### src/rtl/core/sobel_edge_magnitude_assert.svh
// Assertion macros for the Sobel edge magnitude block.
// Each expects clk and rst_n in scope at the point of use.
`ifndef SOBEL_EDGE_MAGNITUDE_ASSERT_SVH
`define SOBEL_EDGE_MAGNITUDE_ASSERT_SVH

// Same-cycle implication, checked outside reset.
`define SEM_ASSERT_NOW(name, ante, cons) \
  name: assert property (@(posedge clk) disable iff (!rst_n) (ante) |-> (cons)) \
    else $error("sobel_edge_magnitude: same-cycle check failed");

// Next-cycle implication, checked outside reset.
`define SEM_ASSERT_NEXT(name, ante, cons) \
  name: assert property (@(posedge clk) disable iff (!rst_n) (ante) |=> (cons)) \
    else $error("sobel_edge_magnitude: next-cycle check failed");

`endif

### src/rtl/core/sem_fifo.sv
// Small register FIFO used between the parts of the Sobel block.
// Self-contained; no package dependency.
`timescale 1ns / 1ps

module sem_fifo #(
  parameter int WIDTH = 8,
  parameter int DEPTH = 4,
  parameter int CNT_W = $clog2(DEPTH + 1)
) (
  input  logic             clk,
  input  logic             rst_n,
  input  logic             push,
  input  logic [WIDTH-1:0] wdata,
  input  logic             pop,
  output logic [WIDTH-1:0] rdata,
  output logic [CNT_W-1:0] count,
  output logic             empty
);

  localparam int PTR_W = (DEPTH > 1) ? $clog2(DEPTH) : 1;

  logic [WIDTH-1:0] store_r [DEPTH];
  logic [PTR_W-1:0] wr_ptr_r;
  logic [PTR_W-1:0] rd_ptr_r;
  logic [CNT_W-1:0] count_r;

  always_ff @(posedge clk) begin
    if (!rst_n) begin
      wr_ptr_r <= '0;
      rd_ptr_r <= '0;
      count_r  <= '0;
    end else begin
      if (push) begin
        wr_ptr_r <= (32'(wr_ptr_r) == DEPTH - 1) ? '0 : wr_ptr_r + PTR_W'(1);
      end
      if (pop) begin
        rd_ptr_r <= (32'(rd_ptr_r) == DEPTH - 1) ? '0 : rd_ptr_r + PTR_W'(1);
      end
      if (push && !pop) begin
        count_r <= count_r + CNT_W'(1);
      end else if (pop && !push) begin
        count_r <= count_r - CNT_W'(1);
      end
    end
  end

  always_ff @(posedge clk) begin
    if (push) begin
      store_r[wr_ptr_r] <= wdata;
    end
  end

  assign rdata = store_r[rd_ptr_r];
  assign count = count_r;
  assign empty = (count_r == '0);

endmodule

### config.mk
export PLATFORM = sky130hd
export DESIGN_NAME = sem_fifo
export DESIGN_NICKNAME = d
export VERILOG_FILES = /design/src/rtl/core/sobel_edge_magnitude_assert.svh /design/src/rtl/core/sem_fifo.sv
export SDC_FILE = /design/constraint.sdc
export NUM_CORES = 1
export LEC_CHECK = 0
export BUFFER_PORTS_ARGS = -buffer_cell sky130_fd_sc_hd__buf_2
export CELL_PAD_IN_SITES_DETAIL_PLACEMENT = 1
export CELL_PAD_IN_SITES_GLOBAL_PLACEMENT = 2
export CORE_UTILIZATION = 41
export DETAILED_ROUTE_END_ITERATION = 12
export PLACE_DENSITY = 0.75
export SLEW_MARGIN = 40
export SYNTH_ARGS = -nofsm -noshare
export SYNTH_HDL_FRONTEND = slang
export SYNTH_SLANG_ARGS = --single-unit
### constraint.sdc
create_clock -name clk -period 2.2 [get_ports clk]
set_clock_uncertainty 0.05 [all_clocks]
set_input_delay 0.44 -clock clk [delete_from_list [all_inputs] [get_ports clk]]
set_output_delay 0.44 -clock clk [all_outputs]
set_load 0.005 [all_outputs]
After elaboration in Yosys (flattened, before gate mapping)
Memory sizes are Yosys's and may differ from the RTL's. A register that Yosys moved wholly into a read port is not among the register bits.
Index checks and enable logic that the tools add are counted.
Word-level totals
  bits in registers: 7
  RAM bits: 32
  logic and storage cells: 24
  memories: 1
Memory list
  store_r: depth 4, bits a word 8, read ports 1, clocked after memory_dff 1, write ports 1, RTL line sem_fifo.sv:22  | logic [WIDTH-1:0] store_r [DEPTH];
Cells by class
  add/sub/neg operators: 4
  eq/ne operators: 2
  multiplexer cells: 8
  reductions and logical operators: 6
Operators with widths (number)
  two-way mux 2 bit: 4
  two-way mux 3 bit: 2
  adder 2 x 1 -> 2 bit, second input constant: 2
  equality test 2 bit, second input constant: 2
  adder 3 x 1 -> 3 bit, second input constant: 1
  logical NOT 3 bit: 1
  subtractor 3 x 1 -> 3 bit, second input constant: 1
  logical AND 1 bit: 2
  logical NOT 1 bit: 2
  two-way mux 1 bit: 2
  nonzero test 2 bit: 1

Depth between registers and ports, before layout
Gate-level depths: netlist (run 1).
  word-level depth: 4
  mapped depth: 7

Least setup slack after synthesis (run 1)
Ideal clock, no wire load.
  kind: input to register
  start point: input pop
  end point: register count_r[2], in the netlist count[2]
  library setup time: 0.070 ns
  arrival: 1.633 ns
  slack: 0.447 ns
  cell stages on the path: 7
  buffers on the path: 0
  path through: inv_1 > ha_1 > inv_1 > fa_1 > xor2_1 > or3_1 > a21boi_1
Between the ends
  longest elaborated chain between the ends: 3
Ends and longest elaborated chain
  from (decl): RTL line sem_fifo.sv:14  | input logic pop,
  logical NOT 1 bit: RTL line sem_fifo.sv:39  | if (push && !pop) begin
  logical AND 1 bit: RTL line sem_fifo.sv:39
  two-way mux 3 bit / nonzero test 2 bit (equally long branches)
  to (signal assigned): RTL line sem_fifo.sv:40  | count_r <= count_r + CNT_W'(1);
  to (signal assigned): RTL line sem_fifo.sv:42  | count_r <= count_r - CNT_W'(1);
  to (decl): RTL line sem_fifo.sv:25  | logic [CNT_W-1:0] count_r;
Parallel ways exist; a longest one is shown, timed or not.
A chain may end at the register's enable or synchronous reset.

==> flow_summary_export.csv, run 1 <==
group,metric,value,unit
status,outcome,"finished clean",
critical_path,slowest_delay,0.54,ns
logic_synthesis,synth_flop_cell,"edfxtp_1",
floorplan,coreArea,3720,um^2
logic_synthesis,synthTopCellsByArea,"edfxtp_1, dfxtp_1, mux4_2",
pwr,p_per_area,832,nW/um^2
clock_network,root_buffer,"clkbuf_8",
clock_network,insertion_delay,0.28,ns
logic_synthesis,yosysWarnings,0,
floorplan,die_x,64.6,um
clock_network,clockBufferDepth,2,
final_layout,nNetsFinal,133,
grt,grt_max_degree,14,
placed_design,io_buffer_count,23,
critical_path,crit_path_top_delay_cell,"mux4_2",
placed_design,place_congestion,0.614,
routing,drt_wl_total,2620,um
floorplan,design.die.area,4180,um^2
clock_network,post_cts_buffers,0,
timing,worst_slack,0.227,ns
logic_synthesis,yosys.area.top_type,"edfxtp_1",
timing,fin_crit_sh,89.7,%
min_path,hp-class,"input port to register",
timing,grt_setup_unrepaired,"no",
clock_network,cts_sinks,41,
logic_synthesis,synth-seq-cells,41,
clock_network,post_cts_resized,0,
timing,setup_viol,0,
pwr,leakagePower,0.689,nW
clock_network,cts_buffers,5,
timing,setup_tns,0,ns
routing,wire_per_inst,16.1,um
logic_synthesis,yosys-top-cells-count,"edfxtp_1, dfxtp_1, mux4_2, ha_1",
pwr,vdd_drop_max,0.000517,V
pwr,total_power,1.55,mW
pwr,intPower,1.19,mW
critical_path,cp_cell_sequence,"buf_4 -> mux4_2 -> buf_2",
critical_path,worstSetupStartpointType,"register",
clock_network,clk_pin_slew,0.07,ns
critical_path,cp_top_family,"multiplexers",
grt,track_usage,15.1,%
floorplan,ios,24,
clock_network,cts_tree,"yes",
pwr,sw_frac_of_total,22.8,%
routing,route.detailed.drc,0,
logic_synthesis,yosysMostFrequentCell,"edfxtp_1",
logic_synthesis,syn_area_per_cell,18.9,um^2
pwr,switchingPower,0.354,mW
timing,slew_headroom,69.7,%
floorplan,start_util,43.3,%
final_layout,area_growth,15.7,%
logic_synthesis,syn-num-nets,104,
logic_synthesis,synth_area,1610,um^2
grt,grt_first_pass_wirelength,4370,um
logic_synthesis,async_flop_share,0,%
timing,worstMarginPinSlew,0.455,ns
critical_path,crit_path_end_kind,"output port",
placed_design,place_inst,155,
clock_network,ctsHtreeMaxLevel,2,
timing,fmax,507,MHz
logic_synthesis,yosysUniqueCellTypes,19,
critical_path,cp.arrival,1.48,ns
clock_network,cts_hold_buf,0,
critical_path,critPathMaxFanout,8,
grt,grt_pass1_vias,890,
routing,vias_per_cell,4.88,
logic_synthesis,synth_edf_count,32,
logic_synthesis,synth-seq-area-share,71.0,%
logic_synthesis,netlist_instances,85,
placed_design,place_ws,0.226,ns
routing,drt_pass1_iterations,4,
pwr,pwr-share-seq,58.7,%
placed_design,dpl.hpwl,1830,um
grt,antenna_found_initial,0,
critical_path,cp_num_buf_inv,2,
logic_synthesis,netlist.area_leader.share,59.8,%
floorplan,rows,22,
pwr,clkPwrFrac,29.8,%
routing,vias,796,
routing,drtAntennaViolNets,0,
floorplan,fp.dieH,64.6,um
timing,drv_slew,0,
final_layout,fin_util,50.1,%
grt,grt-ovfl-total,0,
critical_path,path_class,"register to output port",
critical_path,worstPathRequired,1.71,ns
final_layout,antenna_cells,0,
timing,final_hold_viol_count,0,
routing,drtIter0Drc,29,
final_layout,layoutNonFillerInstCount,163,
pwr,p_comb_share,11.5,%
timing,final_period_minus_worst_setup_slack,1.97,ns
final_layout,drive_above_1_share,34.8,%
run,maxCapViolations,0,
final_layout,fillers,379,
==> final cells by class <==
cell class | count | area [um^2] | share of cell area, %
inverters | 4 | 15.0 | 0.807
clock inverters | 3 | 17.5 | 0.941
repair buffers | 24 | 123 | 6.59
clock buffers | 5 | 68.8 | 3.70
multi-input cells | 38 | 435 | 23.4
well taps | 48 | 60.1 | 3.23
flip-flops and latches | 41 | 1140 | 61.3
==> per-stage QoR <==
| step | cell area [um^2] | hold slack [ns] |
|---|---|---|
| 2_1_floorplan | 1610 | 0.436 |
| 3_3_place_gp | 1770 | 0.440 |
| 3_5_place_dp | 1770 | 0.454 |
| 4_1_cts | 1860 | 0.312 |
| 5_1_grt | 1860 | 0.303 |
| 6_report | 1860 | 0.323 |
==> worst register-to-register path: stages, from the launching register on <==
cell and delay [ns]:
dfxtp_1 0.36, fa_1 0.45, xor2_1 0.16, or3_1 0.31, a21boi_1 0.16
==> final timing paths <==
path	end	slack, ns	cells after the start	start
worst max-delay path	rdata[7]	0.23	3	register
worst min-delay path	store_r[3][0]$_DFFE_PP_	0.32	1	wdata[0]
worst max register to register	count[2]$_SDFFE_PN0P_	0.65	4	count[0]$_SDFFE_PN0P_
worst min register to register	count[2]$_SDFFE_PN0P_	0.49	2	count[2]$_SDFFE_PN0P_
==> placed cells by master (no fill, tap or decap) <==
cell	count
a21boi_1	1
and2_1	5
buf_2	23
buf_4	1
clkbuf_8	5
clkinv_2	2
clkinvlp_4	1
dfxtp_1	9
edfxtp_1	32
fa_1	1
ha_1	6
inv_1	4
mux2i_1	4
mux4_2	8
nor2_1	1
nor2b_1	5
nor3_1	2
o21a_1	1
o21ai_0	1
or3_1	1
xnor2_1	1
xor2_1	1
==> per-layer routing <==
metal  GRT usage [%]  share of wire, %
met4            7.50               1.5
met5               0                 0
met3            4.75               3.8
met2            25.4                51
met1            17.3                44
==> flip-flops by register name, indices dropped and copies added, names as in the netlist, named ones only <==
signal and cells:
count 3, wr_ptr_r 2, store_r 32, rd_ptr_r 2
==> cells by family (layout without fill, tap and decap cells) <==
kind of cell | count (synthesis) | after routing | synth area share, %
DFF | 41 | 41 | 71.0
and+or+nand+nor | 14 | 14 | 5.14
muxes | 12 | 12 | 13.7
adders and majority gates | 7 | 7 | 5.91
buffers and inverters | 6 | 36 | 1.94
AOI/OAI and AO/OA | 3 | 3 | 1.25
xor gates and xnor gates | 2 | 2 | 1.09
==> power groups by stage <==
stage                     clock (mW)  sequential (mW)  combinational (mW)
after CTS                      0.482            0.909               0.182
after detailed placement           0            0.927               0.178
after floorplan                    0            0.918               0.110
final                          0.461            0.908               0.177
after global placement             0            0.924               0.174
after global routing           0.518            0.915               0.197
Note: power is estimated with default switching activity, not from simulation.
==> run 2, diff against run 1 <==
--- a/config.mk
+++ b/config.mk
@@ -10,7 +10,9 @@
 export CELL_PAD_IN_SITES_GLOBAL_PLACEMENT = 2
 export CORE_UTILIZATION = 41
 export DETAILED_ROUTE_END_ITERATION = 12
+export MAX_ROUTING_LAYER = met4
 export PLACE_DENSITY = 0.75
+export SETUP_SLACK_MARGIN = 0.3
 export SLEW_MARGIN = 40
 export SYNTH_ARGS = -nofsm -noshare
 export SYNTH_HDL_FRONTEND = slang
==> run 2 against run 1 <==
Net effect:
- utilization up 0.37 points
- combinational power about the same
- non-clock buffer count unchanged
- power up 0.17%
- sequential share of layout area down 0.38 points
- worst hold slack better by 0.00066 ns
- wire length down 1.7%
- die area unchanged
- register-to-register slack about the same
- worst setup slack better by 0.070 ns
- count of clock-buffer cells in the layout unchanged
- fmax up 3.7%
- highest routed layer unchanged
==> flow_summary_export.csv, run 2 (synthesis results as in run 1) <==
group,metric,value,unit
timing,slew_headroom,70.2,%
pwr,leakagePower,0.693,nW
pwr,p_per_area,827,nW/um^2
clock_network,cts_tree,"yes",
grt,grt_pass1_vias,888,
routing,vias_per_cell,4.89,
timing,drv_slew,0,
grt,track_usage,15.5,%
clock_network,post_cts_buffers,0,
final_layout,layout_commonest_cell,"edfxtp_1",
final_layout,drive_above_1_share,35.7,%
placed_design,place_ws,0.226,ns
timing,fin_crit_sh,86.5,%
routing,drt_pass1_iterations,4,
timing,worstMarginPinSlew,0.447,ns
critical_path,r2r-end,"count[2]$_SDFFE_PN0P_",
clock_network,cts_hold_buf,0,
floorplan,rows,22,
routing,route.detailed.drc,0,
grt,grt_max_degree,14,
critical_path,cp.arrival,1.41,ns
critical_path,crit_path_end_kind,"output port",
timing,setup_tns,0,ns
floorplan,die_x,64.6,um
placed_design,place_inst,155,
floorplan,design.die.area,4180,um^2
clock_network,clk_pin_slew,0.07,ns
final_layout,largest_register_ffs,32,
grt,grt_first_pass_wirelength,4350,um
grt,antenna_found_initial,0,
floorplan,coreArea,3720,um^2
placed_design,dpl.hpwl,1830,um
critical_path,r2r-start,"count[0]$_SDFFE_PN0P_",
pwr,total_power,1.55,mW
final_layout,area_growth,16.6,%
clock_network,clockBufferDepth,2,
routing,drtAntennaViolNets,0,
clock_network,ctsHtreeMaxLevel,2,
placed_design,place_area,1770,um^2
grt,grt-ovfl-total,0,
critical_path,critPathMaxFanout,8,
clock_network,cts_sinks,41,
min_path,hp-class,"input port to register",
final_layout,design_area,1870,um^2
critical_path,worstPathRequired,1.71,ns
timing,grt_setup_unrepaired,"yes",
critical_path,rrSetupSlack,0.65,ns
timing,hold_slack,0.324,ns
timing,final_hold_viol_count,0,
critical_path,worstSetupStartpointType,"register",
status,outcome,"finished clean",
routing,vias,797,
clock_network,root_buffer,"clkbuf_8",
final_layout,mostFrequentLayoutCells,"edfxtp_1, buf_2, mux4_2, dfxtp_1, ha_1",
routing,drt_wl_total,2570,um
timing,fmax,526,MHz
critical_path,path_class,"register to output port",
routing,drtIter0Drc,40,
run,maxCapViolations,0,
clock_network,cts_buffers,5,
placed_design,io_buffer_count,23,
final_layout,top_register,"store_r",
floorplan,start_util,43.3,%
critical_path,crit_end,"rdata[7]",
timing,setup_viol,0,
clock_network,insertion_delay,0.28,ns
floorplan,fp.dieH,64.6,um
routing,wire_per_inst,15.8,um
final_layout,fin_util,50.4,%
timing,final_period_minus_worst_setup_slack,1.90,ns
floorplan,ios,24,
final_layout,nNetsFinal,133,
final_layout,antenna_cells,0,
pwr,vdd_drop_max,0.000516,V
critical_path,reg2reg_depth,4,
final_layout,layoutNonFillerInstCount,163,
timing,worst_slack,0.297,ns
placed_design,place_congestion,0.619,
run 2: cell count changes in the layout (fill, tap and decap cells not counted):
cell / delta
buf_4: -1
buf_12: +1
dfxtp_2: +1
dfxtp_1: -1
run 2: worst min-delay path by stage:
| stage | slack, ns | depth (start not counted) | endpoint | start |
|---|---|---|---|---|
| floorplan | 0.44 | 2 | count[2]$_SDFFE_PN0P_ | count[2]$_SDFFE_PN0P_ |
| global placement | 0.44 | 2 | count[2]$_SDFFE_PN0P_ | count[2]$_SDFFE_PN0P_ |
| detailed placement | 0.45 | 2 | count[2]$_SDFFE_PN0P_ | count[2]$_SDFFE_PN0P_ |
| CTS | 0.31 | 1 | store_r[3][4]$_DFFE_PP_ | wdata[4] |
| global route | 0.30 | 1 | store_r[0][4]$_DFFE_PP_ | wdata[4] |
| finish | 0.32 | 1 | store_r[3][0]$_DFFE_PP_ | wdata[0] |
run 2: layout make-up:
cell class	count	area, um^2
fillers	376	1840
flip-flops and latches	41	1140
multi-input cells	38	435
repair buffers	24	135
clock buffers	5	68.8
well taps	48	60.1
clock inverters	3	17.5
inverters	4	15.0
run 2: what timing repair did:
item / CTS / global route
gates resized for setup: 3 / 1
endpoints found under the setup margin: 8 / 8
pin swaps: 0 / 0
run 2: routing by layer:
metal,part of all wire (%),GRT usage (%),up-vias
met3,3.9,4.75,5
met4,2.1,7.50,0
met1,43,17.3,391
met5,0,-,-
li1,-,-,379
met2,51,25.3,22
run 2: power by group:
part / switching (mW) / internal, mW
combinational: 0.0821 / 0.0982
sequential: 0.0281 / 0.881
clock: 0.242 / 0.219
total: 0.352 / 1.20
run 2: worst max-delay path: stages, from the launching register on:
cell	delay [ns]
dfxtp_2	0.34
buf_12	0.13
mux4_2	0.51
buf_2	0.14
