[config.mk]
export PLATFORM = sky130hd
export DESIGN_NAME = sem_back
export DESIGN_NICKNAME = d
export VERILOG_FILES = /design/src/rtl/core/sobel_edge_magnitude_assert.svh /design/src/rtl/core/sem_pkg.sv /design/src/rtl/core/sem_back.sv
export SDC_FILE = /design/constraint.sdc
export NUM_CORES = 1
export LEC_CHECK = 0
export BUFFER_PORTS_ARGS = -buffer_cell sky130_fd_sc_hd__clkbuf_2
export CAP_MARGIN = 20
export CORE_ASPECT_RATIO = 0.9
export CORE_MARGIN = 5
export CORE_UTILIZATION = 60
export DETAILED_ROUTE_END_ITERATION = 12
export PLACE_DENSITY = 0.85
export REMOVE_ABC_BUFFERS = 1
export SKIP_CTS_REPAIR_TIMING = 1
export SLEW_MARGIN = 20
export SYNTH_ARGS = -nofsm -noshare
export SYNTH_HDL_FRONTEND = slang
export SYNTH_SLANG_ARGS = --single-unit
[constraint.sdc]
create_clock -name clk -period 8.9 [get_ports clk]
set_input_delay 1.78 -clock clk [delete_from_list [all_inputs] [get_ports clk]]
set_output_delay 1.78 -clock clk [all_outputs]
set_load 0.05 [all_outputs]
[src/rtl/core/sobel_edge_magnitude_assert.svh]
// Assertion macros for the Sobel edge magnitude block.
// Each expects clk and rst_n in scope at the point of use.
`ifndef SOBEL_EDGE_MAGNITUDE_ASSERT_SVH
`define SOBEL_EDGE_MAGNITUDE_ASSERT_SVH

// Same-cycle implication, checked outside reset.
`define SEM_ASSERT_NOW(name, ante, cons) \
  name: assert property (@(posedge clk) disable iff (!rst_n) (ante) |-> (cons)) \
    else $error("sobel_edge_magnitude: same-cycle check failed");

// Next-cycle implication, checked outside reset.
`define SEM_ASSERT_NEXT(name, ante, cons) \
  name: assert property (@(posedge clk) disable iff (!rst_n) (ante) |=> (cons)) \
    else $error("sobel_edge_magnitude: next-cycle check failed");

`endif

[src/rtl/core/sem_pkg.sv]
// Shared types and constants for the Sobel edge magnitude block.
// No dependencies; used by every module of the block except sem_fifo.
`timescale 1ns / 1ps

package sem_pkg;

  localparam int PIX_W         = 8;
  localparam int MAX_WIDTH_DEF = 1024;
  localparam int MAX_HEIGHT    = 4096;
  localparam int ROW_W         = 12;
  localparam int CFG_WW        = 11;
  localparam int CFG_HW        = 13;
  localparam int CFG_DATA_W    = 13;
  localparam int CFG_IDX_W     = 1;
  localparam int WIDTH_RESET   = 640;
  localparam int HEIGHT_RESET  = 480;

  localparam logic [CFG_IDX_W-1:0] CFG_IDX_WIDTH  = 1'b0;
  localparam logic [CFG_IDX_W-1:0] CFG_IDX_HEIGHT = 1'b1;

  localparam int MID_DEPTH = 4;
  localparam int MID_CNT_W = $clog2(MID_DEPTH + 1);
  localparam int OUT_DEPTH = 8;
  localparam int OUT_CNT_W = $clog2(OUT_DEPTH + 1);

  // Window indexed [row][column]; row 0 is the top, column 0 the oldest.
  typedef logic [2:0][2:0][PIX_W-1:0] sem_win_t;

  typedef struct packed {
    logic interior;
    logic frame_end;
    logic result_valid;
  } sem_tag_t;

  typedef struct packed {
    sem_win_t win;
    sem_tag_t tag;
  } sem_rec_t;

  typedef struct packed {
    logic [PIX_W-1:0] edge_magnitude;
    logic             frame_end;
    logic             result_valid;
  } sem_res_t;

endpackage

[src/rtl/core/sem_back.sv]
// Back part of the Sobel block: gradient sums, squares and a pipelined
// integer square root. Depends on sem_pkg; drains the middle FIFO.
`timescale 1ns / 1ps

module sem_back (
  input  logic                          clk,
  input  logic                          rst_n,
  input  logic                          mid_empty,
  input  sem_pkg::sem_rec_t             mid_data,
  output logic                          mid_pop,
  input  logic [sem_pkg::OUT_CNT_W-1:0] out_count,
  output logic                          res_push,
  output sem_pkg::sem_res_t             res_data
);

  import sem_pkg::*;

  localparam logic [3:0] SQRT_HI_SHIFT = 4'd14;
  localparam logic [3:0] SQRT_LO_SHIFT = 4'd6;

  // Four steps of the bit-pair square root; returns {remainder, root}.
  function automatic logic [33:0] sqrt_steps(input logic [16:0] v_in,
                                             input logic [16:0] res_in,
                                             input logic [3:0]  top_shift);
    logic [16:0] v;
    logic [16:0] res;
    logic [16:0] b;
    v   = v_in;
    res = res_in;
    for (int k = 0; k < 4; k++) begin
      b = 17'(1) << (top_shift - 4'(2 * k));
      if (v >= res + b) begin
        v   = v - (res + b);
        res = (res >> 1) + b;
      end else begin
        res = res >> 1;
      end
    end
    return {v, res};
  endfunction

  logic [PIX_W+1:0] posx, negx, posy, negy;
  logic             s1_v_r, s2_v_r, s3_v_r, s4_v_r;
  sem_tag_t         s1_tag_r, s2_tag_r, s3_tag_r, s4_tag_r;
  logic [PIX_W+1:0] s1_ax_r, s1_ay_r;
  logic [19:0]      s2_sqx_r, s2_sqy_r;
  logic [20:0]      sum;
  logic             s3_sat_r;
  logic [15:0]      s3_v_val_r;
  logic [33:0]      hi_step, lo_step;
  logic [16:0]      s4_rem_r, s4_res_r;
  logic             s4_sat_r;
  logic [PIX_W-1:0] mag;
  sem_win_t         w;

  // Credit check: every beat in flight already owns a slot in the output FIFO.
  assign mid_pop = !mid_empty &&
                   ((32'(out_count) + 32'(s1_v_r) + 32'(s2_v_r) + 32'(s3_v_r)
                     + 32'(s4_v_r)) < 32'(OUT_DEPTH));

  assign w = mid_data.win;

  always_comb begin
    posx = 10'(w[0][2]) + {1'b0, w[1][2], 1'b0} + 10'(w[2][2]);
    negx = 10'(w[0][0]) + {1'b0, w[1][0], 1'b0} + 10'(w[2][0]);
    posy = 10'(w[0][0]) + {1'b0, w[0][1], 1'b0} + 10'(w[0][2]);
    negy = 10'(w[2][0]) + {1'b0, w[2][1], 1'b0} + 10'(w[2][2]);
  end

  always_ff @(posedge clk) begin
    if (!rst_n) begin
      s1_v_r <= 1'b0;
      s2_v_r <= 1'b0;
      s3_v_r <= 1'b0;
      s4_v_r <= 1'b0;
    end else begin
      s1_v_r <= mid_pop;
      s2_v_r <= s1_v_r;
      s3_v_r <= s2_v_r;
      s4_v_r <= s3_v_r;
    end
  end

  assign sum     = 21'(s2_sqx_r) + 21'(s2_sqy_r);
  assign hi_step = sqrt_steps({1'b0, s3_v_val_r}, 17'd0, SQRT_HI_SHIFT);
  assign lo_step = sqrt_steps(s4_rem_r, s4_res_r, SQRT_LO_SHIFT);

  always_ff @(posedge clk) begin
    s1_tag_r   <= mid_data.tag;
    s1_ax_r    <= (posx >= negx) ? posx - negx : negx - posx;
    s1_ay_r    <= (posy >= negy) ? posy - negy : negy - posy;
    s2_tag_r   <= s1_tag_r;
    s2_sqx_r   <= s1_ax_r * s1_ax_r;
    s2_sqy_r   <= s1_ay_r * s1_ay_r;
    s3_tag_r   <= s2_tag_r;
    s3_sat_r   <= (sum[20:16] != '0);
    s3_v_val_r <= sum[15:0];
    s4_tag_r   <= s3_tag_r;
    s4_sat_r   <= s3_sat_r;
    s4_rem_r   <= hi_step[33:17];
    s4_res_r   <= hi_step[16:0];
  end

  always_comb begin
    if (!s4_tag_r.interior) begin
      mag = '0;
    end else if (s4_sat_r) begin
      mag = '1;
    end else begin
      mag = lo_step[PIX_W-1:0];
    end
  end

  assign res_push                = s4_v_r;
  assign res_data.edge_magnitude = mag;
  assign res_data.frame_end      = s4_tag_r.frame_end;
  assign res_data.result_valid   = s4_tag_r.result_valid;

endmodule

; Yosys cells after proc, flatten, opt, wreduce, memory -nomap -nowiden
; Index checks and enable logic that the tools add are counted.
[totals]
in_bits = 82
regBits = 128
[op_classes]
multipliers = 2
addsub = 38
reduce_logical = 3
n_lt_le_gt_ge = 11
n_mux = 19
[ops]
columns = cell, n
row1 = $mux W17, 12
row2 = $ge A17 B17 Y1, 7
row3 = $sub A17 B17 Y17, 6
row4 = $add A10 B8 Y10, 4
row5 = $add A8 B9 Y10, 4
row6 = $mul A10 B10 Y20, 2
row7 = $sub A10 B10 Y10, 4
row8 = $mux W8, 3
row9 = $add A20 B20 Y21, 1
row10 = $ge A10 B10 Y1, 2
row11 = $mux W10, 2
row12 = $add A16 B11 Y17 const B, 1
row13 = $add A16 B13 Y17 const B, 1
row14 = $add A16 B3 Y17 const B, 1
row15 = $add A16 B5 Y17 const B, 1
row16 = $add A16 B7 Y17 const B, 1
row17 = $add A16 B9 Y17 const B, 1
row18 = $add A17 B1 Y17 const B, 1
row19 = $add A17 B11 Y17 const B, 1
row20 = $add A17 B13 Y17 const B, 1
row21 = $add A17 B3 Y17 const B, 1
row22 = $add A17 B5 Y17 const B, 1
row23 = $add A17 B7 Y17 const B, 1
row24 = $add A17 B9 Y17 const B, 1
row25 = other kinds (13), 13

; Depth between registers and ports, before layout
; Gate-level depths: netlist (run 1).
[depth]
ltp_word = 14
depth_mapped = 36
ltp_nobuf = 34

; Least setup slack after synthesis (run 1)
; Ideal clock, no wire load.
[synth_path]
kind = flip-flop to output port
startpoint = reg s4_res_r[11]
endpoint = out res_data[2] (netlist bit)
t_arrival_ns = 6.739
setup_slack_ns = 0.381
path_stages_with_launch = 33
path_cell_list = dfxtp_1 -> inv_1 -> ha_1 -> clkbuf_1 -> nand3_1 -> o21ai_4 -> inv_4 -> buf_6 -> nand2_1 -> o21ai_0 -> ha_1 -> nand4_1 -> nor2_1 -> nand2_1 -> a211o_1 -> nand4_4 -> clkbuf_1 -> nand2_1 -> xor2_1 -> ha_1 -> or3_1 -> o311ai_2 -> nand3_2 -> nor2_4 -> mux2_1 -> ha_1 -> nand2_1 -> nor2_1 -> and3_1 -> nor4_1 -> nand4_1 -> a31oi_1 -> a41oi_1
[synth_rtl]
columns = element, line
row1 = from (decl), sem_back.sv:51  ; logic [16:0] s4_rem_r, s4_res_r;
row2 = from (signal assigned), sem_back.sv:101  ; s4_res_r <= hi_step[16:0];
row3 = to (decl), sem_back.sv:13  ; output sem_pkg::sem_res_t res_data

==> run summary, run 1 <==
STA
----------------------------------------------------------------------------------------
Final hold violation count ................................................            0
Clock skew after layout ...................................................   0.00793 ns
Worst hold slack ..........................................................     0.318 ns
Post-layout worst setup margin ............................................   -0.0455 ns
Portion of the clock cycle consumed by the worst path in the final layout .         1.01
Max-slew violation total from the final report ............................            0
Setup-violating endpoint count in the final report ........................            1
Min cycle time layout .....................................................      8.95 ns
Least-Margin Pin Slew .....................................................     0.679 ns
FMAX ......................................................................    0.112 GHz
Tightest slew margin relative to the limit ................................        0.543
Sum of negative setup slack ...............................................   -0.0455 ns

PLACED DESIGN
----------------------------------------------------------------------------------------
PortBufs ..................................................................           85
Detailed Place HPWL .......................................................      26.3 mm
Gp weighted congestion ....................................................        0.936
Setup Slack @ Placement ...................................................     0.158 ns

FINISH
----------------------------------------------------------------------------------------
Fraction of layout cells with a size suffix above 1 .......................        0.137
Total Nets Final ..........................................................         2119
Area taken by multi-input logic gates .....................................   11500 um^2
Final Util ................................................................        0.689
# diodes ..................................................................            0
Area used by sequential logic in the layout ...............................    2270 um^2
Number of filler cells placed in the layout ...............................         1672
Synth-to-layout area growth ...............................................        12.3%

ROUTING
----------------------------------------------------------------------------------------
Starting DRT DRC Count ....................................................          757
Antenna Nets Post-Route ...................................................            0
Post-detailed-route DRC marker count ......................................            0
Detailed-router iteration count before antenna repair .....................            6
Wirelength, routed ........................................................      34.3 mm
Number of vias in the routed layout .......................................        11700
Wirelength per Cell .......................................................      17.3 um
Avg Vias per Cell .........................................................         5.88

DIE
----------------------------------------------------------------------------------------
Top-level port count ......................................................           94
Initial cell density of the core ..........................................        0.613
Die area ..................................................................   27300 um^2
Core Box Area .............................................................   23500 um^2
Die outline height ........................................................       157 um
Width of the chip .........................................................       174 um
Cell row count ............................................................           53

GLOBAL ROUTE
----------------------------------------------------------------------------------------
Global-route wire length before repair ....................................      55.7 mm
Maximum number of pins on one net before global-route repair ..............           17
Total global routing track utilization ....................................        0.247
Antenna violations before repair ..........................................            0
Via count of the first global-routing pass ................................        12100
Global route overflow .....................................................            0

CRITICAL PATH
----------------------------------------------------------------------------------------
Biggest cell delay along the critical path ................................      0.42 ns
Data arrival time of the worst path .......................................      7.17 ns
Required time of the critical path ........................................      7.12 ns
Worst flop-to-flop path startpoint ........................................ s3_v_val_r[12]$_DFF_P_
Flop2flop setup slack .....................................................      2.36 ns
Capturing element of the worst setup path .................................  res_data[2]
CP Max Fanout .............................................................           15
Startpoint of the worst setup timing path ................................. s4_res_r[8]$_SDFF_PP0_
Critical path capture point type ..........................................   output pin
Master of the slowest instance on the critical path ....................... sky130_fd_sc_hd__or3_4
Worst Reg2Reg Path Length in Cells ........................................           26
Setup Crit Path Kind ......................................................   reg -> out
Element type at the critical path start ...................................     register
Reg-to-reg endpoint ....................................................... s4_rem_r[14]$_DFF_P_

CLOCK TREE
----------------------------------------------------------------------------------------
CTS tree ..................................................................          yes
H-tree levels .............................................................            4
Clk pin slew, worst setup/hold paths ......................................      0.06 ns
Maximum buffer depth of the clock tree ....................................            2
Root buf cell ............................................................. sky130_fd_sc_hd__clkbuf_16
Cts bufs inserted .........................................................           17
Clock sinks ...............................................................          113
Latest clock arrival within the worst-skew pair ...........................      0.42 ns

YOSYS
----------------------------------------------------------------------------------------
Library cell occupying the most area in the post-synthesis netlist ........ sky130_fd_sc_hd__ha_1
Register area share after synthesis .......................................        0.157
Post-synthesis area per instance ..........................................    9.22 um^2
Post-synthesis async set-or-reset flop share ..............................            0
Post-Syn Instances ........................................................         1566
Synth top area cells ...................................................... sky130_fd_sc_hd__ha_1 (21%), sky130_fd_sc_hd__fa_1 (18%), sky130_fd_sc_hd__dfxtp_1 (16%)
Area of the mapped netlist ................................................   14400 um^2
Number of synthesized flops with an enable pin ............................            0
Distinct cell type count after synthesis ..................................           93
Share of the synthesized area in the top cell type ........................        0.206
Most used DFF post-synth .................................................. sky130_fd_sc_hd__dfxtp_1
Count of warnings emitted by yosys ........................................            0
Register bit count reported by yosys ......................................          113

OUTCOME
----------------------------------------------------------------------------------------
Status .................................................................... finished with violations
Failing checks ............................................................ setup timing

MIN PATH
----------------------------------------------------------------------------------------
Worst hold path type ......................................................   reg -> reg

JOB
----------------------------------------------------------------------------------------
Number of violations of the max-capacitance limit .........................            0

[worst min-delay path by stage]
stage	end	start	slack (ns)	cells past startpoint
6_report	s3_tag_r[1]$_DFF_P_	s2_tag_r[1]$_DFF_P_	0.32	0
5_1_grt	s3_tag_r[1]$_DFF_P_	s2_tag_r[1]$_DFF_P_	0.32	0
4_1_cts	s3_tag_r[1]$_DFF_P_	s2_tag_r[1]$_DFF_P_	0.32	0
3_5_place_dp	s3_tag_r[2]$_DFF_P_	s2_tag_r[2]$_DFF_P_	0.31	0
3_3_place_gp	s2_tag_r[1]$_DFF_P_	s1_tag_r[1]$_DFF_P_	0.31	0
2_1_floorplan	res_data[0]$_DFF_P_	s3_tag_r[0]$_DFF_P_	0.31	0
[through the flow]
step | std cells | area (um^2)
final | 1984 | 16200
after global routing | 1984 | 16200
after CTS | 1965 | 15800
after detailed placement | 1933 | 15200
after global placement | 1933 | 15200
after floorplan | 1537 | 14300
[cells by family after synthesis]
family,Yosys count,share of synthesized area
flip-flops,113,0.157
buffers and inverters,233,0.0624
multiplexers,30,0.0223
XOR/XNOR,134,0.0823
adder cells (fa/ha/maj),369,0.387
AO/OA/AOI/OAI,325,0.151
AND/OR/NAND/NOR,362,0.139
[cells in the mapped netlist (18+ instances only)]
cell	instances
sky130_fd_sc_hd__clkbuf_1	22
sky130_fd_sc_hd__dfxtp_1	113
sky130_fd_sc_hd__o21ai_0	53
sky130_fd_sc_hd__ha_1	238
sky130_fd_sc_hd__nand2_1	80
sky130_fd_sc_hd__o21bai_1	31
sky130_fd_sc_hd__xor2_1	37
sky130_fd_sc_hd__and2_1	72
sky130_fd_sc_hd__a21o_1	26
sky130_fd_sc_hd__nor2_1	67
sky130_fd_sc_hd__a21oi_1	114
sky130_fd_sc_hd__xnor2_1	96
sky130_fd_sc_hd__inv_1	201
sky130_fd_sc_hd__mux2i_1	18
sky130_fd_sc_hd__fa_1	130
sky130_fd_sc_hd__nor2b_1	25
[layout make-up]
cell class                      count  area share
Clock inverter                     13      0.0130
Tap cell                          302      0.0233
Inverter                          204      0.0475
Timing Repair Buffer              112      0.0398
Clock buffer                       19      0.0267
Multi-Input combinational cell   1221       0.710
Sequential cell                   113       0.140
[flip-flops by register name, summed over array words and instances, names as in the netlist]
| name | cells |
|---|---|
| s3_sat_r | 1 |
| s3_v_val_r | 16 |
| s2_tag_r | 3 |
| s3_v_r | 1 |
| s3_tag_r | 3 |
| s1_v_r | 1 |
| s4_res_r | 4 |
| s1_ay_r | 10 |
| res_data | 2 |
| s4_sat_r | 1 |
| s1_tag_r | 3 |
| s2_sqx_r | 19 |
| s4_tag_r | 1 |
| s4_rem_r | 17 |
| res_push | 1 |
| s2_v_r | 1 |
| s1_ax_r | 10 |
| s2_sqy_r | 19 |
[critical path, delay by kind of cell (launching register included)]
kind	cells	cell delay (ns)
xor+xnor	2	0.35
simple gates	12	2.11
fa+ha+maj	4	1.21
compound gates	9	1.87
buf+inv	6	0.90
flops	1	0.30
[per-layer routing]
| layer | up-vias | wire [um] | global-route usage | part of all wire |
|---|---|---|---|---|
| met1 | 5640 | 13500 | 0.279 | 0.39 |
| met5 | - | 0 | 0 | 0 |
| met3 | 88 | 1920 | 0.0399 | 0.056 |
| met2 | 426 | 17900 | 0.479 | 0.52 |
| li1 | 5509 | - | - | - |
| met4 | 0 | 968 | 0.0752 | 0.028 |
[layout by cell type, fill, tap and decap left out, types with 50 or more instances in the layout]
master / synthesis / routed
sky130_fd_sc_hd__o21ai_0: 53 / 50
sky130_fd_sc_hd__ha_1: 238 / 227
sky130_fd_sc_hd__inv_1: 201 / 197
sky130_fd_sc_hd__xnor2_1: 96 / 96
sky130_fd_sc_hd__nor2_1: 67 / 65
sky130_fd_sc_hd__nand2_1: 80 / 80
sky130_fd_sc_hd__a21oi_1: 114 / 109
sky130_fd_sc_hd__clkbuf_2: 0 / 84
sky130_fd_sc_hd__and2_1: 72 / 72
sky130_fd_sc_hd__fa_1: 130 / 130
sky130_fd_sc_hd__dfxtp_1: 113 / 109
Power of run 1 is not shown: default switching activity piles up to over one toggle a cycle in this logic, so the estimate is an artifact.
==> run 2, diff against run 1 <==
Settings changed: CELL_PAD_IN_SITES_DETAIL_PLACEMENT from default to 1, CELL_PAD_IN_SITES_GLOBAL_PLACEMENT from default to 2, CORE_UTILIZATION 60 to 40, PLACE_DENSITY 0.85 to 0.88.
==> run 2 against run 1 <==
The run now ends clean. Largest cell class unchanged. Utilization shrank 23 points. Fmax grew 3.0%. Critical path type unchanged. Cell area grew 0.89%. Highest routed layer unchanged. Wire length grew 8.7%.
==> run summary, run 2 (same netlist as run 1, synthesis figures left out) <==
CLOCK TREE
----------------------------------------------------------------------------------------
H-tree levels .............................................................            4
Latest clock arrival within the worst-skew pair ...........................      0.43 ns
Clock sinks ...............................................................          113
CTS tree ..................................................................          yes
Cts bufs inserted .........................................................           17
Clk pin slew, worst setup/hold paths ......................................      0.07 ns
Root buf cell ............................................................. sky130_fd_sc_hd__clkbuf_16
Maximum buffer depth of the clock tree ....................................            2

ROUTING
----------------------------------------------------------------------------------------
Antenna Nets Post-Route ...................................................            0
Post-detailed-route DRC marker count ......................................            0
Wirelength per Cell .......................................................      17.2 um
Detailed-router iteration count before antenna repair .....................            5
Number of vias in the routed layout .......................................        11300
Wirelength, routed ........................................................      37.3 mm
Starting DRT DRC Count ....................................................          452
Avg Vias per Cell .........................................................         5.20

STA
----------------------------------------------------------------------------------------
Sum of negative setup slack ...............................................         0 ns
FMAX ......................................................................    0.115 GHz
Least-Margin Pin Slew .....................................................     0.716 ns
Portion of the clock cycle consumed by the worst path in the final layout .        0.976
Max-slew violation total from the final report ............................            0
Setup-violating endpoint count in the final report ........................            0
Post-layout worst setup margin ............................................     0.213 ns
Tightest slew margin relative to the limit ................................        0.518
Min cycle time layout .....................................................      8.69 ns
Clock skew after layout ...................................................    0.0131 ns
Final hold violation count ................................................            0

GLOBAL ROUTE
----------------------------------------------------------------------------------------
Via count of the first global-routing pass ................................        12700
Maximum number of pins on one net before global-route repair ..............           17
Total global routing track utilization ....................................        0.188
Global-route wire length before repair ....................................      61.4 mm
Antenna violations before repair ..........................................            0
Global route overflow .....................................................            0

CRITICAL PATH
----------------------------------------------------------------------------------------
Category of cells accounting for the largest share of critical-path delay . compound AO/OA/AOI/OAI gates
CP Max Fanout .............................................................            8
Reg-to-reg endpoint ....................................................... s4_rem_r[14]$_DFF_P_
Critical path capture point type ..........................................   output pin
Worst Reg2Reg Path Length in Cells ........................................           27
Setup Crit Path Kind ......................................................   reg -> out
Required time of the critical path ........................................      7.12 ns
Element type at the critical path start ...................................     register
Startpoint of the worst setup timing path ................................. s4_res_r[10]$_DFF_P_
Worst flop-to-flop path startpoint ........................................ s3_v_val_r[12]$_DFF_P_
Biggest cell delay along the critical path ................................      0.38 ns
Data arrival time of the worst path .......................................      6.91 ns
Worst path buffer plus inverter count .....................................            4
Flop2flop setup slack .....................................................      2.12 ns
Master of the slowest instance on the critical path ....................... sky130_fd_sc_hd__mux2_4

DIE
----------------------------------------------------------------------------------------
Core Box Area .............................................................   35900 um^2
Initial cell density of the core ..........................................        0.402
Die area ..................................................................   40000 um^2
Cell row count ............................................................           66
Width of the chip .........................................................       210 um
Top-level port count ......................................................           94
Die outline height ........................................................       190 um

FINISH
----------------------------------------------------------------------------------------
Area used by sequential logic in the layout ...............................    2270 um^2
Fraction of layout cells with a size suffix above 1 .......................        0.140
Total Nets Final ..........................................................         2125
Number of standard cells in the final layout excluding fillers ............         2164
Area taken by multi-input logic gates .....................................   11500 um^2
# diodes ..................................................................            0
Most common cell after layout, fill and taps aside ........................ sky130_fd_sc_hd__ha_1
Commonest non-fill, non-tap cells in the layout ........................... sky130_fd_sc_hd__ha_1 (230), sky130_fd_sc_hd__inv_1 (198), sky130_fd_sc_hd__fa_1 (130)
Number of filler cells placed in the layout ...............................         4185
Synth-to-layout area growth ...............................................        13.3%
Top flop regs ............................................................. s2_sqx_r x19, s2_sqy_r x19, s4_rem_r x17

MIN PATH
----------------------------------------------------------------------------------------
Worst hold path type ......................................................   reg -> reg
Cell count of the worst hold path .........................................            0
Hold wc startpoint ........................................................ s1_tag_r[1]$_DFF_P_
Worst-case hold path end point ............................................ s2_tag_r[1]$_DFF_P_

OUTCOME
----------------------------------------------------------------------------------------
Status .................................................................... finished, final reports clean

JOB
----------------------------------------------------------------------------------------
Number of violations of the max-capacitance limit .........................            0

PLACED DESIGN
----------------------------------------------------------------------------------------
PortBufs ..................................................................           85
Total placed cells including tap cells ....................................         2113
Gp weighted congestion ....................................................        0.878
Setup Slack @ Placement ...................................................    0.0746 ns
Detailed Place HPWL .......................................................      30.4 mm

[run 2: cell types whose count changed in the layout (fill, tap and decap cells not counted), moves of 2 or more]
cell                        previous run  this run
sky130_fd_sc_hd__inv_8                 0         4
sky130_fd_sc_hd__buf_4                25        33
sky130_fd_sc_hd__ha_4                  9         5
sky130_fd_sc_hd__ha_1                227       230
sky130_fd_sc_hd__clkinv_4              5         3
sky130_fd_sc_hd__bufinv_16             5         1
sky130_fd_sc_hd__inv_6                 0         3
sky130_fd_sc_hd__a31oi_2               0         2
sky130_fd_sc_hd__clkbuf_1              2         0
[run 2: worst max-delay path by stage]
stage                  endpoint  slack [ns]  depth (start not counted)
floorplan           res_data[2]        0.55                         29
finish              res_data[2]        0.21                         32
detailed placement  res_data[2]        0.07                         31
CTS                 res_data[2]       -0.40                         31
global route        res_data[2]        -0.1                         33
global placement    res_data[2]        0.30                         32
[run 2: routing by layer]
layer	global-route usage	up-vias	part of all wire
met5	0	-	0
met4	0.0381	0	0.013
met3	0.0283	35	0.029
met2	0.364	143	0.54
met1	0.218	5563	0.42
li1	-	5513	-
[run 2: cell type report]
| class | count | area share |
|---|---|---|
| inverter | 204 | 0.0469 |
| tap | 476 | 0.0364 |
| sequential | 113 | 0.139 |
| multi-input combinational | 1220 | 0.700 |
| timing repair buffer | 119 | 0.0422 |
| clock buffer | 17 | 0.0260 |
| clock inverter | 15 | 0.00933 |
[run 2: worst register-to-register path, stage by stage (launching register included)]
cell	delay [ns]
sky130_fd_sc_hd__dfxtp_1	0.45
sky130_fd_sc_hd__inv_1	0.13
sky130_fd_sc_hd__ha_1	0.22
sky130_fd_sc_hd__and4bb_4	0.22
sky130_fd_sc_hd__a41oi_4	0.44
sky130_fd_sc_hd__ha_1	0.45
sky130_fd_sc_hd__nor2_1	0.15
sky130_fd_sc_hd__nand2_1	0.09
sky130_fd_sc_hd__o21a_1	0.17
sky130_fd_sc_hd__o211ai_4	0.33
sky130_fd_sc_hd__nor2_1	0.08
sky130_fd_sc_hd__a21oi_1	0.33
sky130_fd_sc_hd__ha_1	0.39
sky130_fd_sc_hd__nand4_1	0.19
sky130_fd_sc_hd__o2111a_2	0.30
sky130_fd_sc_hd__nand2_4	0.12
sky130_fd_sc_hd__inv_2	0.19
sky130_fd_sc_hd__nor2_1	0.08
sky130_fd_sc_hd__xnor2_1	0.16
sky130_fd_sc_hd__ha_1	0.38
sky130_fd_sc_hd__nand3_1	0.11
sky130_fd_sc_hd__or3_1	0.31
sky130_fd_sc_hd__a22oi_1	0.16
sky130_fd_sc_hd__a311oi_1	0.09
sky130_fd_sc_hd__o2111a_1	0.32
sky130_fd_sc_hd__a211o_4	0.40
sky130_fd_sc_hd__o221a_1	0.24
sky130_fd_sc_hd__o22ai_1	0.20
[run 2: stage by stage]
step,area [um^2],hold WS [ns],util
3_5_place_dp,15400,0.313,0.430
6_report,16400,0.325,0.456
5_1_grt,16400,0.335,0.456
2_1_floorplan,14300,0.310,-
4_1_cts,16000,0.326,0.446
3_3_place_gp,15400,0.310,0.430
Power of run 2 is left out for the same reason.
==> run 3, diff against run 2 <==
Settings changed: PLACE_DENSITY 0.88 to default, PLACE_DENSITY_LB_ADDON from default to 0.1.
==> run 3 against run 2 <==
Cell area hardly changed. First-iteration DRC count fell by 26%. Hold slack better by 0.0019 ns. Sequential cell count unchanged. Critical path type unchanged. Critical endpoint unchanged. Highest routed layer is now met5.
==> run summary, run 3 (same netlist as run 1, synthesis figures left out) <==
OUTCOME
----------------------------------------------------------------------------------------
Status .................................................................... finished, final reports clean

DIE
----------------------------------------------------------------------------------------
Die outline height ........................................................       190 um
Die area ..................................................................   40000 um^2
Width of the chip .........................................................       210 um
Core Box Area .............................................................   35900 um^2
Initial cell density of the core ..........................................        0.402
Top-level port count ......................................................           94
Cell row count ............................................................           66

STA
----------------------------------------------------------------------------------------
Max-slew violation total from the final report ............................            0
Clock skew after layout ...................................................    0.0112 ns
Least-Margin Pin Slew .....................................................     0.687 ns
FMAX ......................................................................    0.117 GHz
Final hold violation count ................................................            0
Min cycle time layout .....................................................      8.58 ns
Setup-violating endpoint count in the final report ........................            0
Portion of the clock cycle consumed by the worst path in the final layout .        0.964
Tightest slew margin relative to the limit ................................        0.537
Worst hold slack ..........................................................     0.326 ns

CLOCK TREE
----------------------------------------------------------------------------------------
Clock sinks ...............................................................          113
H-tree levels .............................................................            4
Clk pin slew, worst setup/hold paths ......................................      0.06 ns
CTS tree ..................................................................          yes
Cts bufs inserted .........................................................           17
Latest clock arrival within the worst-skew pair ...........................      0.42 ns
Root buf cell ............................................................. sky130_fd_sc_hd__clkbuf_16
Maximum buffer depth of the clock tree ....................................            2

FINISH
----------------------------------------------------------------------------------------
Number of standard cells in the final layout excluding fillers ............         2165
Most common cell after layout, fill and taps aside ........................ sky130_fd_sc_hd__ha_1
Post-Layout Inst Area .....................................................   16400 um^2
Synth-to-layout area growth ...............................................        13.3%
Fraction of layout cells with a size suffix above 1 .......................        0.135
Top flop regs ............................................................. s2_sqx_r x19, s2_sqy_r x19, s4_rem_r x17
Total Nets Final ..........................................................         2125
Commonest non-fill, non-tap cells in the layout ........................... sky130_fd_sc_hd__ha_1 (230), sky130_fd_sc_hd__inv_1 (200), sky130_fd_sc_hd__fa_1 (130)

CRITICAL PATH
----------------------------------------------------------------------------------------
Flop2flop setup slack .....................................................      2.10 ns
Required time of the critical path ........................................      7.12 ns
Setup Crit Path Kind ......................................................   reg -> out
Biggest cell delay along the critical path ................................      0.58 ns
Reg-to-reg endpoint ....................................................... s4_rem_r[14]$_DFF_P_
Element type at the critical path start ...................................     register
Startpoint of the worst setup timing path ................................. s4_rem_r[14]$_DFF_P_
Data arrival time of the worst path .......................................      6.80 ns
CP Max Fanout .............................................................            8
Critical path capture point type ..........................................   output pin
Worst Reg2Reg Path Length in Cells ........................................           27
Worst flop-to-flop path startpoint ........................................ s3_v_val_r[12]$_DFF_P_
Master of the slowest instance on the critical path ....................... sky130_fd_sc_hd__or4_4
Capturing element of the worst setup path .................................  res_data[2]

ROUTING
----------------------------------------------------------------------------------------
Starting DRT DRC Count ....................................................          333
Antenna Nets Post-Route ...................................................            0
Post-detailed-route DRC marker count ......................................            0
Wirelength per Cell .......................................................      16.8 um
Detailed-router iteration count before antenna repair .....................            4
Wirelength, routed ........................................................      36.3 mm
Number of vias in the routed layout .......................................        11100
Avg Vias per Cell .........................................................         5.13

PLACED DESIGN
----------------------------------------------------------------------------------------
Gp weighted congestion ....................................................        0.864
Total placed cells including tap cells ....................................         2122
Cell area after placement .................................................   15500 um^2
PortBufs ..................................................................           85
Detailed Place HPWL .......................................................      30.8 mm

GLOBAL ROUTE
----------------------------------------------------------------------------------------
Maximum number of pins on one net before global-route repair ..............           17
Global-route wire length before repair ....................................      60.1 mm
Via count of the first global-routing pass ................................        12000
Global route overflow .....................................................            0
Antenna violations before repair ..........................................            1
Total global routing track utilization ....................................        0.184

MIN PATH
----------------------------------------------------------------------------------------
Hold wc startpoint ........................................................ s2_tag_r[1]$_DFF_P_
Worst hold path type ......................................................   reg -> reg

JOB
----------------------------------------------------------------------------------------
Number of violations of the max-capacitance limit .........................            0

[run 3: changes by cell type in the layout (fill, tap and decap cells not counted), sizes merged]
| cell | change |
|---|---|
| bufinv | +1 |
| clkinvlp | +2 |
| inv | -3 |
| diode | +1 |
| clkinv | -1 |
| clkbuf | +1 |
[run 3: routing by layer]
metal	up-vias	GRT usage	share of wire
met5	-	0	0.00036
met4	2	0.0314	0.0097
met3	21	0.0327	0.027
met2	93	0.342	0.52
met1	5461	0.226	0.44
li1	5523	-	-
[run 3: stage by stage]
stage          setup WS, ns  setup TNS [ns]  utilization
2_1_floorplan         0.548               0            -
3_3_place_gp          0.281               0        0.432
3_5_place_dp          0.197               0        0.432
4_1_cts              -0.269          -0.269        0.448
5_1_grt             -0.0632         -0.0632        0.456
6_report              0.323               0        0.456
[run 3: final cells by class]
class / count / area, um^2
timing repair buffer: 119 / 687
multi-input combinational: 1220 / 11500
clock buffer: 18 / 429
tap: 476 / 596
fill: 4177 / 19600
sequential: 113 / 2270
clock inverter: 14 / 153
antenna: 1 / 2.50
inverter: 204 / 771
[run 3: worst min path at each step]
| stage | to | slack, ns | cells after the start |
|---|---|---|---|
| 5_1_grt | s2_tag_r[2]$_DFF_P_ | 0.34 | 0 |
| 3_5_place_dp | s3_tag_r[1]$_DFF_P_ | 0.31 | 0 |
| 2_1_floorplan | res_data[0]$_DFF_P_ | 0.31 | 0 |
| 4_1_cts | s3_tag_r[1]$_DFF_P_ | 0.33 | 0 |
| 6_report | s3_tag_r[1]$_DFF_P_ | 0.33 | 0 |
| 3_3_place_gp | res_data[0]$_DFF_P_ | 0.31 | 0 |
[run 3: critical path: cells and delay by family, from the launching register on]
family | cells | cell delay [ns]
compound gates | 12 | 2.28
simple gates | 11 | 2.02
fa+ha+maj | 3 | 0.71
mux | 2 | 0.60
flops | 1 | 0.36
buf+inv | 2 | 0.36
Power of run 3 is left out for the same reason.
